## config.mk

```make
export PLATFORM = sky130hd
export DESIGN_NAME = terminal_line_editor_flat
export DESIGN_NICKNAME = d
export VERILOG_FILES = /design/src/rtl/tle_pkg.sv /design/src/rtl/tle_if.sv /design/src/rtl/tle_front.sv /design/src/rtl/tle_queue.sv /design/src/rtl/tle_back.sv /design/src/rtl/terminal_line_editor.sv /design/src/flat_wrapper.sv
export SDC_FILE = /design/constraint.sdc
export NUM_CORES = 2
export LEC_CHECK = 0
export BUFFER_PORTS_ARGS = -buffer_cell sky130_fd_sc_hd__buf_2
export CORE_UTILIZATION = 63
export DETAILED_ROUTE_END_ITERATION = 10
export GPL_ROUTABILITY_DRIVEN = 0
export PLACE_DENSITY = 0.8
export SETUP_SLACK_MARGIN = 0.15
export SYNTH_ARGS = -nofsm -noshare
export SYNTH_HDL_FRONTEND = slang
export SYNTH_SLANG_ARGS = --single-unit
```

## constraint.sdc

```tcl
create_clock -name clk -period 8.3 [get_ports clk]
set_input_delay 0.83 -clock clk [delete_from_list [all_inputs] [get_ports clk]]
set_output_delay 0.83 -clock clk [all_outputs]
set_load 0.02 [all_outputs]
```

## src/rtl/tle_pkg.sv

```systemverilog
// shared types, codes and echo string tables for the terminal line editor
`timescale 1ns / 1ps
package tle_pkg;

  localparam int LINE_CAPACITY = 256;                  // entries in the line store
  localparam int PW = $clog2(LINE_CAPACITY + 1);       // width of cursor, count and position
  localparam int SEQ_MAX = 7;

  localparam logic [1:0] KIND_ECHO  = 2'd0;
  localparam logic [1:0] KIND_LINE  = 2'd1;
  localparam logic [1:0] KIND_ERROR = 2'd2;
  localparam logic [1:0] KIND_READ  = 2'd3;

  localparam logic OPC_KEY  = 1'b0;
  localparam logic OPC_READ = 1'b1;

  localparam logic [7:0] CH_ESC   = 8'h1b;
  localparam logic [7:0] CH_CR    = 8'h0d;
  localparam logic [7:0] CH_LF    = 8'h0a;
  localparam logic [7:0] CH_FF    = 8'h0c;
  localparam logic [7:0] CH_DEL   = 8'h7f;
  localparam logic [7:0] CH_SPACE = 8'h20;
  localparam logic [7:0] CH_LBR   = 8'h5b;
  localparam logic [7:0] CH_AT    = 8'h40;
  localparam logic [7:0] CH_TILDE = 8'h7e;
  localparam logic [7:0] CH_SS3   = 8'h4f;
  localparam logic [7:0] CH_G     = 8'h47;
  localparam logic [7:0] CH_ZERO  = 8'h30;
  localparam logic [7:0] KEY_LEFT  = 8'h44;
  localparam logic [7:0] KEY_RIGHT = 8'h43;
  localparam logic [7:0] KEY_INS   = 8'h32;
  localparam logic [7:0] KEY_DEL   = 8'h33;
  localparam logic [7:0] KEY_HOME  = 8'h48;
  localparam logic [7:0] KEY_END   = 8'h46;

  typedef enum logic [2:0] {
    OP_READ, OP_STR, OP_BKSP, OP_DEL, OP_INS, OP_ENTER, OP_ERROR, OP_END
  } cmd_op_t;

  typedef enum logic [2:0] {
    STR_LEFT, STR_RIGHT, STR_Q0, STR_Q3, STR_HOME, STR_CLEAR, STR_BKSP, STR_DEL
  } str_id_t;

  typedef struct packed {
    cmd_op_t       op;
    str_id_t       sid;
    logic          flag;    // shift for insert, overwrite for enter
    logic [7:0]    data;    // key byte or read index
    logic [PW-1:0] pos;
    logic [PW-1:0] bound;
  } cmd_t;

  function automatic logic [2:0] str_len(str_id_t id);
    case (id)
      STR_Q0, STR_Q3, STR_CLEAR: str_len = 3'd5;
      STR_HOME:                  str_len = 3'd1;
      STR_BKSP:                  str_len = 3'd6;
      default:                   str_len = 3'd3;
    endcase
  endfunction

  function automatic logic [7:0] str_byte(str_id_t id, logic [2:0] k);
    logic [7:0] b;
    b = 8'h00;
    case (id)
      STR_LEFT:  b = (k == 3'd0) ? CH_ESC : (k == 3'd1) ? CH_LBR : KEY_LEFT;
      STR_RIGHT: b = (k == 3'd0) ? CH_ESC : (k == 3'd1) ? CH_LBR : KEY_RIGHT;
      STR_DEL:   b = (k == 3'd0) ? CH_ESC : (k == 3'd1) ? CH_LBR : 8'h50;
      STR_HOME:  b = CH_CR;
      STR_Q0, STR_Q3: begin
        case (k)
          3'd0:    b = CH_ESC;
          3'd1:    b = CH_LBR;
          3'd2:    b = (id == STR_Q0) ? CH_ZERO : KEY_DEL;
          3'd3:    b = CH_SPACE;
          default: b = 8'h71;
        endcase
      end
      STR_CLEAR: begin
        case (k)
          3'd0:    b = CH_ESC;
          3'd1:    b = CH_LBR;
          3'd2:    b = KEY_INS;
          3'd3:    b = 8'h4b;
          default: b = CH_CR;
        endcase
      end
      default: begin
        case (k)
          3'd0, 3'd3: b = CH_ESC;
          3'd1, 3'd4: b = CH_LBR;
          3'd2:       b = KEY_LEFT;
          default:    b = 8'h50;
        endcase
      end
    endcase
    str_byte = b;
  endfunction

endpackage

```

## src/rtl/tle_if.sv

```systemverilog
// request channel interfaces for key input and results
`timescale 1ns / 1ps
interface tle_in_if;
  logic       valid;
  logic       ready;
  logic       opcode;
  logic [7:0] key_byte;
  logic [7:0] read_index;
  modport source (output valid, opcode, key_byte, read_index, input ready);
  modport sink (input valid, opcode, key_byte, read_index, output ready);
endinterface

interface tle_out_if;
  logic       valid;
  logic       ready;
  logic [1:0] kind;
  logic [7:0] out_byte;
  logic [8:0] line_count;
  logic       last;
  modport source (output valid, kind, out_byte, line_count, last, input ready);
  modport sink (input valid, kind, out_byte, line_count, last, output ready);
endinterface

```

## src/rtl/tle_front.sv

```systemverilog
// front end: decodes keys and escape sequences, keeps cursor state, issues commands
`timescale 1ns / 1ps
module tle_front import tle_pkg::*; #(
  parameter int CSI_MAX_BYTES = 31
) (
  input  logic          clk,
  input  logic          rst,
  tle_in_if.sink        keys,
  input  logic [PW-1:0] limit,
  input  logic          q_full,
  output logic          q_push,
  output cmd_t          q_data
);

  localparam logic [12:0] CAP = 13'(LINE_CAPACITY);
  localparam logic [4:0] CSI_MAX = 5'(CSI_MAX_BYTES);

  typedef enum logic [3:0] {
    ESC_PLAIN = 4'b0001,
    ESC_SEEN  = 4'b0010,
    ESC_CSI   = 4'b0100,
    ESC_SKIP  = 4'b1000
  } esc_t;

  esc_t          esc, esc_next;
  logic [PW-1:0] cursor, cursor_next, count, count_next;
  logic          ovw, ovw_next, finished, finished_next;
  logic [4:0]    csi_len, csi_len_next;
  logic [7:0]    csi_first, csi_first_next;

  logic [PW-1:0] cur_e, cnt_e, lim;
  logic          ovw_e, acc, is_fin;
  logic [7:0]    c, first;
  logic [4:0]    len_inc;

  assign keys.ready = !q_full;
  assign acc = keys.valid && keys.ready;
  assign c = keys.key_byte;
  assign is_fin = (c >= CH_AT) && (c <= CH_TILDE);
  assign lim = (13'(limit) > CAP) ? PW'(CAP) : limit;
  assign len_inc = csi_len + 5'd1;

  always_comb begin
    cur_e = cursor;
    cnt_e = count;
    ovw_e = ovw;
    finished_next = finished;
    if (keys.opcode == OPC_KEY && finished) begin
      cur_e = '0;
      cnt_e = '0;
      ovw_e = 1'b0;
      finished_next = 1'b0;
    end
    cursor_next = cur_e;
    count_next = cnt_e;
    ovw_next = ovw_e;
    esc_next = esc;
    csi_len_next = csi_len;
    csi_first_next = csi_first;
    first = (csi_len == 5'd0) ? c : csi_first;
    q_push = 1'b0;
    q_data.op = OP_STR;
    q_data.sid = STR_LEFT;
    q_data.flag = 1'b0;
    q_data.data = c;
    q_data.pos = cur_e;
    q_data.bound = cnt_e;

    if (keys.opcode == OPC_READ) begin
      q_push = 1'b1;
      q_data.op = OP_READ;
      q_data.data = keys.read_index;
    end else begin
      unique case (esc)
        ESC_PLAIN: begin
          if (c == CH_CR) begin
            q_push = 1'b1;
            q_data.op = OP_ENTER;
            q_data.flag = ovw_e;
            finished_next = 1'b1;
          end else if (c == CH_DEL) begin
            if (cur_e != '0) begin
              q_push = 1'b1;
              q_data.op = OP_BKSP;
              q_data.sid = STR_BKSP;
              q_data.pos = cur_e - 1'b1;
              q_data.bound = cnt_e - 1'b1;
              cursor_next = cur_e - 1'b1;
              count_next = cnt_e - 1'b1;
            end
          end else if (c == CH_ESC) begin
            esc_next = ESC_SEEN;
          end else if (c == CH_FF) begin
            q_push = 1'b1;
            q_data.sid = STR_CLEAR;
            cursor_next = '0;
            count_next = '0;
          end else if (c >= CH_SPACE && cnt_e < lim) begin
            q_push = 1'b1;
            q_data.op = OP_INS;
            q_data.flag = !ovw_e && (cnt_e != cur_e);
            if (!ovw_e || cur_e == cnt_e) count_next = cnt_e + 1'b1;
            cursor_next = cur_e + 1'b1;
          end
        end
        ESC_SEEN: begin
          if (c == CH_LBR) begin
            esc_next = ESC_CSI;
            csi_len_next = '0;
            csi_first_next = '0;
          end else if (c == CH_SS3 || !is_fin) begin
            esc_next = ESC_SKIP;
          end else begin
            esc_next = ESC_PLAIN;
          end
        end
        ESC_CSI: begin
          csi_first_next = first;
          if (!is_fin) begin
            csi_len_next = len_inc;
            if (len_inc >= CSI_MAX) begin
              q_push = 1'b1;
              q_data.op = OP_ERROR;
              esc_next = ESC_PLAIN;
              csi_len_next = '0;
              finished_next = 1'b1;
            end
          end else begin
            esc_next = ESC_PLAIN;
            csi_len_next = '0;
            case (first)
              KEY_LEFT: if (cur_e != '0) begin
                q_push = 1'b1;
                cursor_next = cur_e - 1'b1;
              end
              KEY_RIGHT: if (cur_e < cnt_e) begin
                q_push = 1'b1;
                q_data.sid = STR_RIGHT;
                cursor_next = cur_e + 1'b1;
              end
              KEY_INS: if (csi_len == 5'd1) begin
                q_push = 1'b1;
                q_data.sid = ovw_e ? STR_Q0 : STR_Q3;
                ovw_next = !ovw_e;
              end
              KEY_DEL: if (csi_len == 5'd1 && cur_e < cnt_e) begin
                q_push = 1'b1;
                q_data.op = OP_DEL;
                q_data.sid = STR_DEL;
                q_data.bound = cnt_e - 1'b1;
                count_next = cnt_e - 1'b1;
              end
              KEY_HOME: if (csi_len == 5'd0) begin
                q_push = 1'b1;
                q_data.sid = STR_HOME;
                cursor_next = '0;
              end
              KEY_END: if (csi_len == 5'd0) begin
                q_push = 1'b1;
                q_data.op = OP_END;
                cursor_next = cnt_e;
              end
              default: ;
            endcase
          end
        end
        default: begin
          if (is_fin) esc_next = ESC_PLAIN;
        end
      endcase
    end
    if (!acc) q_push = 1'b0;
  end

  always_ff @(posedge clk) begin
    if (rst) begin
      esc <= ESC_PLAIN;
      cursor <= '0;
      count <= '0;
      ovw <= 1'b0;
      finished <= 1'b0;
      csi_len <= '0;
      csi_first <= '0;
    end else if (acc) begin
      esc <= esc_next;
      cursor <= cursor_next;
      count <= count_next;
      ovw <= ovw_next;
      finished <= finished_next;
      csi_len <= csi_len_next;
      csi_first <= csi_first_next;
    end
  end

endmodule

```

## src/rtl/tle_queue.sv

```systemverilog
// two-entry command queue between front and back
`timescale 1ns / 1ps
module tle_queue import tle_pkg::*; (
  input  logic clk,
  input  logic rst,
  input  logic push,
  input  cmd_t push_data,
  output logic full,
  input  logic pop,
  output logic avail,
  output cmd_t pop_data
);

  cmd_t       slot [2];
  logic       wp, rp;
  logic [1:0] fill;

  assign full = (fill == 2'd2);
  assign avail = (fill != 2'd0);
  assign pop_data = slot[rp];

  always_ff @(posedge clk) begin
    if (push) slot[wp] <= push_data;
  end

  always_ff @(posedge clk) begin
    if (rst) begin
      wp <= 1'b0;
      rp <= 1'b0;
      fill <= 2'd0;
    end else begin
      if (push) wp <= !wp;
      if (pop) rp <= !rp;
      fill <= fill + 2'(push) - 2'(pop);
    end
  end

endmodule

```

## src/rtl/tle_back.sv

```systemverilog
// back end: line store shifts, reads and echo sequencing onto the result channel
`timescale 1ns / 1ps
module tle_back import tle_pkg::*; (
  input  logic       clk,
  input  logic       rst,
  input  logic       q_avail,
  input  cmd_t       q_data,
  output logic       q_pop,
  tle_out_if.source  results
);

  localparam int DEPTH = LINE_CAPACITY;
  localparam int AW = $clog2(DEPTH);
  localparam logic [12:0] CAP = 13'(LINE_CAPACITY);

  typedef enum logic [8:0] {
    B_IDLE  = 9'b000000001,
    B_SHLRD = 9'b000000010,
    B_SHLWR = 9'b000000100,
    B_SHRRD = 9'b000001000,
    B_SHRWR = 9'b000010000,
    B_PUT   = 9'b000100000,
    B_RDW   = 9'b001000000,
    B_DIGIT = 9'b010000000,
    B_EMIT  = 9'b100000000
  } bst_t;

  bst_t          st;
  cmd_t          cmd;
  logic [PW-1:0] idx;
  logic [9:0]    num;
  logic [2:0]    hun;
  logic [3:0]    ten;
  logic [1:0]    sq_kind [SEQ_MAX];
  logic [7:0]    sq_byte [SEQ_MAX];
  logic [2:0]    sq_len, sq_pos;
  logic [PW-1:0] lcount;

  logic [7:0]    mem [DEPTH];
  logic [7:0]    rdata;
  logic          we;
  logic [AW-1:0] wa, ra;
  logic [7:0]    wd;

  logic [1:0]    ld_kind [SEQ_MAX];
  logic [7:0]    ld_byte [SEQ_MAX];
  logic [2:0]    ld_len, sl;
  logic [7:0]    dg_byte [SEQ_MAX];
  logic [2:0]    dg_len;
  logic [PW-1:0] idx_inc, idx_dec;
  logic          out_free, emit_go;

  assign idx_inc = idx + 1'b1;
  assign idx_dec = idx - 1'b1;
  assign out_free = !results.valid || results.ready;
  assign emit_go = (st == B_EMIT) && out_free;
  assign q_pop = (st == B_IDLE) && q_avail;

  // echo sequence for a freshly popped command
  always_comb begin
    sl = str_len(q_data.sid);
    for (int k = 0; k < SEQ_MAX; k++) begin
      ld_kind[k] = KIND_ECHO;
      ld_byte[k] = str_byte(q_data.sid, 3'(k));
    end
    ld_len = sl;
    case (q_data.op)
      OP_INS: begin
        ld_byte[0] = q_data.flag ? CH_ESC : q_data.data;
        ld_byte[1] = CH_LBR;
        ld_byte[2] = CH_AT;
        ld_byte[3] = q_data.data;
        ld_len = q_data.flag ? 3'd4 : 3'd1;
      end
      OP_ENTER: begin
        for (int k = 0; k < 5; k++) ld_byte[k] = str_byte(STR_Q0, 3'(k));
        if (q_data.flag) begin
          ld_byte[5] = CH_LF;
          ld_kind[6] = KIND_LINE;
          ld_byte[6] = 8'h00;
          ld_len = 3'd7;
        end else begin
          ld_byte[0] = CH_LF;
          ld_kind[1] = KIND_LINE;
          ld_byte[1] = 8'h00;
          ld_len = 3'd2;
        end
      end
      OP_ERROR: begin
        ld_kind[0] = KIND_ERROR;
        ld_byte[0] = 8'h00;
        ld_len = 3'd1;
      end
      default: ;
    endcase
  end

  // cursor-to-column echo once the digits are known
  always_comb begin
    for (int k = 0; k < SEQ_MAX; k++) dg_byte[k] = CH_G;
    dg_byte[0] = CH_ESC;
    dg_byte[1] = CH_LBR;
    if (hun != 3'd0) begin
      dg_byte[2] = CH_ZERO + 8'(hun);
      dg_byte[3] = CH_ZERO + 8'(ten);
      dg_byte[4] = CH_ZERO + 8'(num);
      dg_len = 3'd6;
    end else if (ten != 4'd0) begin
      dg_byte[2] = CH_ZERO + 8'(ten);
      dg_byte[3] = CH_ZERO + 8'(num);
      dg_len = 3'd5;
    end else begin
      dg_byte[2] = CH_ZERO + 8'(num);
      dg_len = 3'd4;
    end
  end

  always_comb begin
    we = 1'b0;
    wa = AW'(idx);
    wd = rdata;
    ra = AW'(idx_inc);
    unique case (st)
      B_IDLE:  ra = AW'(q_data.data);
      B_SHLWR: we = 1'b1;
      B_SHRRD: ra = AW'(idx_dec);
      B_SHRWR: we = (13'(idx) < CAP);
      B_PUT: begin
        wa = AW'(cmd.pos);
        wd = cmd.data;
        we = (13'(cmd.pos) < CAP);
      end
      default: ;
    endcase
  end

  always_ff @(posedge clk) begin
    if (we) mem[wa] <= wd;
    rdata <= mem[ra];
  end

  always_ff @(posedge clk) begin
    if (rst) begin
      st <= B_IDLE;
      results.valid <= 1'b0;
    end else begin
      if (emit_go) results.valid <= 1'b1;
      else if (results.valid && results.ready) results.valid <= 1'b0;
      unique case (st)
        B_IDLE: if (q_avail) begin
          cmd <= q_data;
          lcount <= q_data.bound;
          sq_kind <= ld_kind;
          sq_byte <= ld_byte;
          sq_len <= ld_len;
          sq_pos <= 3'd0;
          case (q_data.op)
            OP_READ: st <= B_RDW;
            OP_BKSP, OP_DEL: begin
              idx <= q_data.pos;
              if (q_data.pos < q_data.bound && 13'(q_data.pos) + 13'd1 < CAP)
                st <= B_SHLRD;
              else
                st <= B_EMIT;
            end
            OP_INS: begin
              idx <= q_data.bound;
              st <= q_data.flag ? B_SHRRD : B_PUT;
            end
            OP_END: begin
              num <= 10'(q_data.bound) + 10'd1;
              hun <= 3'd0;
              ten <= 4'd0;
              st <= B_DIGIT;
            end
            default: st <= B_EMIT;
          endcase
        end
        B_SHLRD: st <= B_SHLWR;
        B_SHLWR: begin
          idx <= idx_inc;
          if (idx_inc < cmd.bound && 13'(idx_inc) + 13'd1 < CAP) st <= B_SHLRD;
          else st <= B_EMIT;
        end
        B_SHRRD: st <= B_SHRWR;
        B_SHRWR: begin
          idx <= idx_dec;
          st <= (idx_dec > cmd.pos) ? B_SHRRD : B_PUT;
        end
        B_PUT: st <= B_EMIT;
        B_RDW: begin
          sq_kind[0] <= KIND_READ;
          sq_byte[0] <= (13'(cmd.data) < CAP) ? rdata : 8'h00;
          sq_len <= 3'd1;
          st <= B_EMIT;
        end
        B_DIGIT: begin
          if (num >= 10'd100) begin
            num <= num - 10'd100;
            hun <= hun + 3'd1;
          end else if (num >= 10'd10) begin
            num <= num - 10'd10;
            ten <= ten + 4'd1;
          end else begin
            sq_byte <= dg_byte;
            sq_len <= dg_len;
            st <= B_EMIT;
          end
        end
        B_EMIT: if (out_free) begin
          results.kind <= sq_kind[sq_pos];
          results.out_byte <= sq_byte[sq_pos];
          results.line_count <= (sq_kind[sq_pos] == KIND_LINE) ? lcount : '0;
          results.last <= (sq_pos + 3'd1 == sq_len);
          sq_pos <= sq_pos + 3'd1;
          if (sq_pos + 3'd1 == sq_len) st <= B_IDLE;
        end
        default: st <= B_IDLE;
      endcase
    end
  end

endmodule

```

## src/rtl/terminal_line_editor.sv

```systemverilog
// top level of the terminal line editor: channels, register port and submodules
//
//  channel  | dir  | request                               | accepted when
//  ---------+------+---------------------------------------+---------------------
//  keys     | in   | opcode, key_byte, read_index          | valid && ready
//  results  | out  | kind, out_byte, line_count, last      | valid && ready
//  apb      | in   | line_limit at byte address 0          | psel&penable&pwrite
//
//  a key is taken by the front end whenever the command queue has room
//  the back end then moves each line store entry shifted by an insert or delete with
//  one registered read and one write in separate states, and takes the next command
//  only after the last result of the current one; digit conversion for the end key
//  subtracts hundreds and then tens, one step at a time
//  reset is synchronous and clears all control state; the line store is left as is
//  a stalled result channel backs up the queue, after which keys.ready drops
`timescale 1ns / 1ps
module terminal_line_editor import tle_pkg::*; #(
  parameter int CSI_MAX_BYTES = 31
) (
  input  logic        clk,
  input  logic        rst,
  tle_in_if.sink      keys,
  tle_out_if.source   results,
  input  logic        psel,
  input  logic        penable,
  input  logic        pwrite,
  input  logic [2:0]  paddr,
  input  logic [31:0] pwdata,
  output logic [31:0] prdata,
  output logic        pready
);

  logic [PW-1:0] line_limit;
  logic          q_push, q_full, q_pop, q_avail;
  cmd_t          q_in, q_out;

  // register port, only line_limit lives here
  assign pready = 1'b1;
  assign prdata = (paddr[2] == 1'b0) ? {23'd0, line_limit} : 32'd0;

  always_ff @(posedge clk) begin
    if (rst) begin
      line_limit <= 9'd256;
    end else if (psel && penable && pwrite && pready && paddr[2] == 1'b0) begin
      line_limit <= pwdata[PW-1:0];
    end
  end

  // key decode and cursor bookkeeping
  tle_front #(
    .CSI_MAX_BYTES (CSI_MAX_BYTES)
  ) u_front (
    .clk    (clk),
    .rst    (rst),
    .keys   (keys),
    .limit  (line_limit),
    .q_full (q_full),
    .q_push (q_push),
    .q_data (q_in)
  );

  // decouples decode from the slow store shifts
  tle_queue u_queue (
    .clk       (clk),
    .rst       (rst),
    .push      (q_push),
    .push_data (q_in),
    .full      (q_full),
    .pop       (q_pop),
    .avail     (q_avail),
    .pop_data  (q_out)
  );

  // line store and result sequencing
  tle_back u_back (
    .clk     (clk),
    .rst     (rst),
    .q_avail (q_avail),
    .q_data  (q_out),
    .q_pop   (q_pop),
    .results (results)
  );

endmodule
```

## src/flat_wrapper.sv

```systemverilog
// flat-port wrapper written by rule: the top's interface ports become plain ports
module terminal_line_editor_flat import tle_pkg::*;
#(
  parameter int CSI_MAX_BYTES = 31
)
  (clk, rst, psel, penable, pwrite, paddr, pwdata, prdata, pready, keys_valid, keys_opcode, keys_key_byte, keys_read_index, keys_ready, results_valid, results_kind, results_out_byte, results_line_count, results_last, results_ready);
  tle_in_if keys_i ();
  tle_out_if results_i ();
  input  logic clk;
  input  logic rst;
  input  logic psel;
  input  logic penable;
  input  logic pwrite;
  input  logic [2:0] paddr;
  input  logic [31:0] pwdata;
  output logic [31:0] prdata;
  output logic pready;
  input wire logic [$bits(keys_i.valid)-1:0] keys_valid;
  input wire logic [$bits(keys_i.opcode)-1:0] keys_opcode;
  input wire logic [$bits(keys_i.key_byte)-1:0] keys_key_byte;
  input wire logic [$bits(keys_i.read_index)-1:0] keys_read_index;
  output wire logic [$bits(keys_i.ready)-1:0] keys_ready;
  output wire logic [$bits(results_i.valid)-1:0] results_valid;
  output wire logic [$bits(results_i.kind)-1:0] results_kind;
  output wire logic [$bits(results_i.out_byte)-1:0] results_out_byte;
  output wire logic [$bits(results_i.line_count)-1:0] results_line_count;
  output wire logic [$bits(results_i.last)-1:0] results_last;
  input wire logic [$bits(results_i.ready)-1:0] results_ready;
  assign keys_i.valid = keys_valid;
  assign keys_i.opcode = keys_opcode;
  assign keys_i.key_byte = keys_key_byte;
  assign keys_i.read_index = keys_read_index;
  assign keys_ready = keys_i.ready;
  assign results_valid = results_i.valid;
  assign results_kind = results_i.kind;
  assign results_out_byte = results_i.out_byte;
  assign results_line_count = results_i.line_count;
  assign results_last = results_i.last;
  assign results_i.ready = results_ready;
  terminal_line_editor #(.CSI_MAX_BYTES(CSI_MAX_BYTES)) u_core (.clk(clk), .rst(rst), .keys(keys_i), .results(results_i), .psel(psel), .penable(penable), .pwrite(pwrite), .paddr(paddr), .pwdata(pwdata), .prdata(prdata), .pready(pready));
endmodule
```

==> flow_metrics.env <==
export IMPL_clkSlewWorstSetupHoldPaths_ps=60
export IMPL_fp_coreArea_sq_um=155000
export IMPL_post_route_drc_count=2
export IMPL_start_util_pct=63.7
export IMPL_synth_xor_area_share_pct=0.587
export IMPL_netlist_cell_type_count=88
export IMPL_synth_top_family_by_area="simple AND/OR/NAND/NOR gates"
export IMPL_path_delay_family="simple AND/OR/NAND/NOR gates"
export IMPL_final_common_cell="edfxtp_1"
export IMPL_num_vias=66500
export IMPL_routed_wl_microns=262000
export IMPL_die_area_sq_um=158000
export IMPL_outcome="complete, but fails checks"
export IMPL_drtIter0Drc=10200
export IMPL_critPathLaunchType="flip-flop"
export IMPL_antenna_left=0
export IMPL_synth_enable_flop_cells=2240
export IMPL_rr_endpoint="u_core.u_back.rdata[6]"
export IMPL_cp_max_fo=115
export IMPL_cts_buffers=218
export IMPL_grt_max_degree=257
export IMPL_io_pins=114
export IMPL_synth_ff_type="edfxtp_1"
export IMPL_muxShareOfSynthArea_pct=3.65
export IMPL_crit_type="flip-flop to flip-flop"
export IMPL_cts_root_buf="clkbuf_16"
export IMPL_grt_pass1_wl_microns=390000
export IMPL_h_tree_depth=4
export IMPL_nets=7785
export IMPL_period_minus_slack_ps=6930
export IMPL_period_share_pct=83.5
export IMPL_synth_adder_area_share_pct=0.890
export IMPL_cp_cell_sequence="buf_4, mux2i_1, nand4_1, nand2_8, buf_12, nand2_1, and3_1, a311oi_1, nor3_1, or4_1, nor4_1, nor4b_2"
export IMPL_violations="design-rule violations"
export IMPL_reg2reg_depth=12
export IMPL_yosys_register_bits=2309
export IMPL_worst_path_stages=12
export IMPL_track_usage_pct=32.9
export IMPL_drive_gt1_share_pct=7.89
export IMPL_hold_slack_ps=152
export IMPL_syn2layout_area_growth_pct=9.00
export IMPL_final_hold_viol_count=0
export IMPL_critPathCaptureType="flip-flop"
export IMPL_grt_pass1_vias=63700
export IMPL_rrSetupSlack_ps=1370
export IMPL_max_stage_delay_ps=1130
export IMPL_p_leak_nw=36.1
export IMPL_drv_cap=0
export IMPL_dp_hpwl_microns=156000
export IMPL_vdd_drop_max_v=0.000554
export IMPL_hold_path_class="input port to flip-flop"
export IMPL_cts_hold_fix_buffers=0
export IMPL_yosysSeqAreaShare_pct=69.7
export IMPL_rsz0062_at_grt="false"
export IMPL_synth_compound_gate_area_share_pct=8.73
export IMPL_clkSinkCount=2309
export IMPL_die_width_microns=397
export IMPL_synthSimpleGateAreaFrac_pct=13.6
export IMPL_synth_cell_area_sq_um=98400
export IMPL_grt_ovfl_total=0
export IMPL_io_buffers=64
export IMPL_async_flop_share_pct=0
export IMPL_cts_setup_buffers=0
export IMPL_fin_tns_setup_ps=0
export IMPL_worst_pin_slew_ps=1440
export IMPL_drv_slew=0
export IMPL_placed_area_sq_um=100000
export IMPL_setup_viol=0
export IMPL_die_h_microns=397
export IMPL_antenna_found_initial=3
export IMPL_p_per_area_nw_per_um2=422
export IMPL_syn_inst=7748
export IMPL_viasPerCell=6.72
export IMPL_worstPathArrival_ps=7680
export IMPL_endpoint="u_core.u_back.rdata[6]"
export IMPL_slew_headroom_pct=3.44
export IMPL_clock_latency_ps=890
export IMPL_fmax_mhz=144
export IMPL_clk_path_buf_depth=3
export IMPL_post_synth_cell_area_avg_sq_um=12.7
export IMPL_yosys_warnings=0
export IMPL_path_buf_inv=2
export IMPL_finClkSkew_ps=58.5
export IMPL_dr_pass1_iters=9
export IMPL_final_cell_area_sq_um=107000
export IMPL_final_cell_mix="2240 x edfxtp_1, 1686 x nand2_1, 510 x nor2_1"
export IMPL_cts_tree="done"
export IMPL_cp_slowest_cell="nand2_8"
export IMPL_cts_resized=0
export IMPL_worstPathRequired_ps=9050
export IMPL_avgRoutedWirePerCell_microns=26.5
export IMPL_fp_row_count=144
-- cells by family (layout without fill, tap and decap cells) --
logic type	after synthesis	count (layout)
flip-flops	2309	2309
multiplexers	335	335
other	2	26
adder cells (fa/ha/maj)	70	70
AND/OR/NAND/NOR	3073	3073
AO/OA/AOI/OAI	1279	1279
XOR/XNOR	66	66
buffers and inverters	614	688
-- sequential cells by signal, summed over array words and instances (netlist names), 10 cells and up, named ones only --
name,cells
u_core.u_back.mem,2048
u_core.u_queue.slot,66
u_core.u_back.cmd,17
u_core.u_back.sq_byte,44
u_core.u_back.num,10
-- worst min-delay path by stage --
stage / start / endpoint / slack (ps) / depth (start not counted)
floorplan: u_core.line_limit[1] / u_core.line_limit[1] / 440 / 2
global placement: u_core.line_limit[3] / u_core.line_limit[3] / 460 / 2
detailed placement: u_core.line_limit[2] / u_core.line_limit[2] / 460 / 2
CTS: pwdata[8] / u_core.line_limit[8] / 120 / 2
global route: pwdata[8] / u_core.line_limit[8] / 140 / 2
finish: pwdata[8] / u_core.line_limit[8] / 150 / 2
-- power breakdown --
group / total (W) / switching, W / leakage (nW) / internal, W
clock network: 0.00975 / 0.00431 / 3.42 / 0.00544
registers: 0.0150 / 0.000219 / 20.6 / 0.0148
logic: 0.0205 / 0.0149 / 12.1 / 0.00555
-- final cells by class --
class                      instances  area (sq um)
antenna                            2          5.00
clock buffer                     294          5940
sequential                      2309         68600
fill                           10100         47300
timing repair buffer             183          1400
multi-input combinational       4847         27300
tap                             2044          2560
inverter                          97           364
clock inverter                   114          1070
-- synth_stat cells, drive strengths merged (8+ instances only) --
| master | n | share of area, % |
|---|---|---|
| nand4 | 19 | 0.12 |
| nor2b | 19 | 0.12 |
| mux2i | 279 | 2.8 |
| o31ai | 18 | 0.17 |
| a311oi | 101 | 0.90 |
| xnor2 | 51 | 0.45 |
| nand2b | 20 | 0.13 |
| or3 | 58 | 0.37 |
| inv | 91 | 0.35 |
| nand3b | 11 | 0.084 |
| o22ai | 24 | 0.15 |
| a211o | 10 | 0.089 |
| ha | 70 | 0.89 |
| a221oi | 25 | 0.22 |
| and2 | 18 | 0.11 |
| o2111ai | 15 | 0.13 |
| nor4 | 52 | 0.39 |
| nor2 | 517 | 2.0 |
| a22oi | 56 | 0.43 |
| and3 | 186 | 1.2 |
| a21o | 11 | 0.084 |
| edfxtp | 2240 | 68 |
| nor3b | 8 | 0.061 |
| mux4 | 15 | 0.34 |
| or2 | 14 | 0.089 |
| a32oi | 58 | 0.52 |
| a2111oi | 25 | 0.22 |
| o221ai | 18 | 0.16 |
| nand3 | 323 | 1.7 |
| mux2 | 41 | 0.47 |
| a22o | 10 | 0.089 |
| a211oi | 106 | 0.82 |
| o21a | 20 | 0.15 |
| nand2 | 1696 | 6.5 |
| o211ai | 21 | 0.16 |
| buf | 278 | 1.5 |
| a21oi | 313 | 1.6 |
| xor2 | 15 | 0.13 |
| o22a | 19 | 0.17 |
| nor3 | 99 | 0.53 |
| dfxtp | 69 | 1.4 |
| o21ai | 168 | 0.86 |
| a31oi | 206 | 1.3 |
| clkbuf | 239 | 0.91 |
-- stage by stage --
| stage | setup WS, ps | instances | total power, W | utilization (%) |
|---|---|---|---|---|
| floorplan | 2440 | 7770 | 0.0286 | - |
| global placement | 1970 | 9480 | 0.0344 | 64.9 |
| detailed placement | 1800 | 9480 | 0.0350 | 64.9 |
| CTS | 1690 | 9888 | 0.0447 | 69.4 |
| global route | 1290 | 9888 | 0.0467 | 69.4 |
| finish | 1370 | 9890 | 0.0452 | 69.4 |
-- per-layer routing --
metal	GRT usage, %	up-vias	routed length, microns
met5	0	-	18
met2	51.0	4937	121000
li1	-	28700	-
met4	18.1	2	16200
met1	43.0	31900	91700
met3	8.11	944	33300
(Power assumes the default switching activity.)
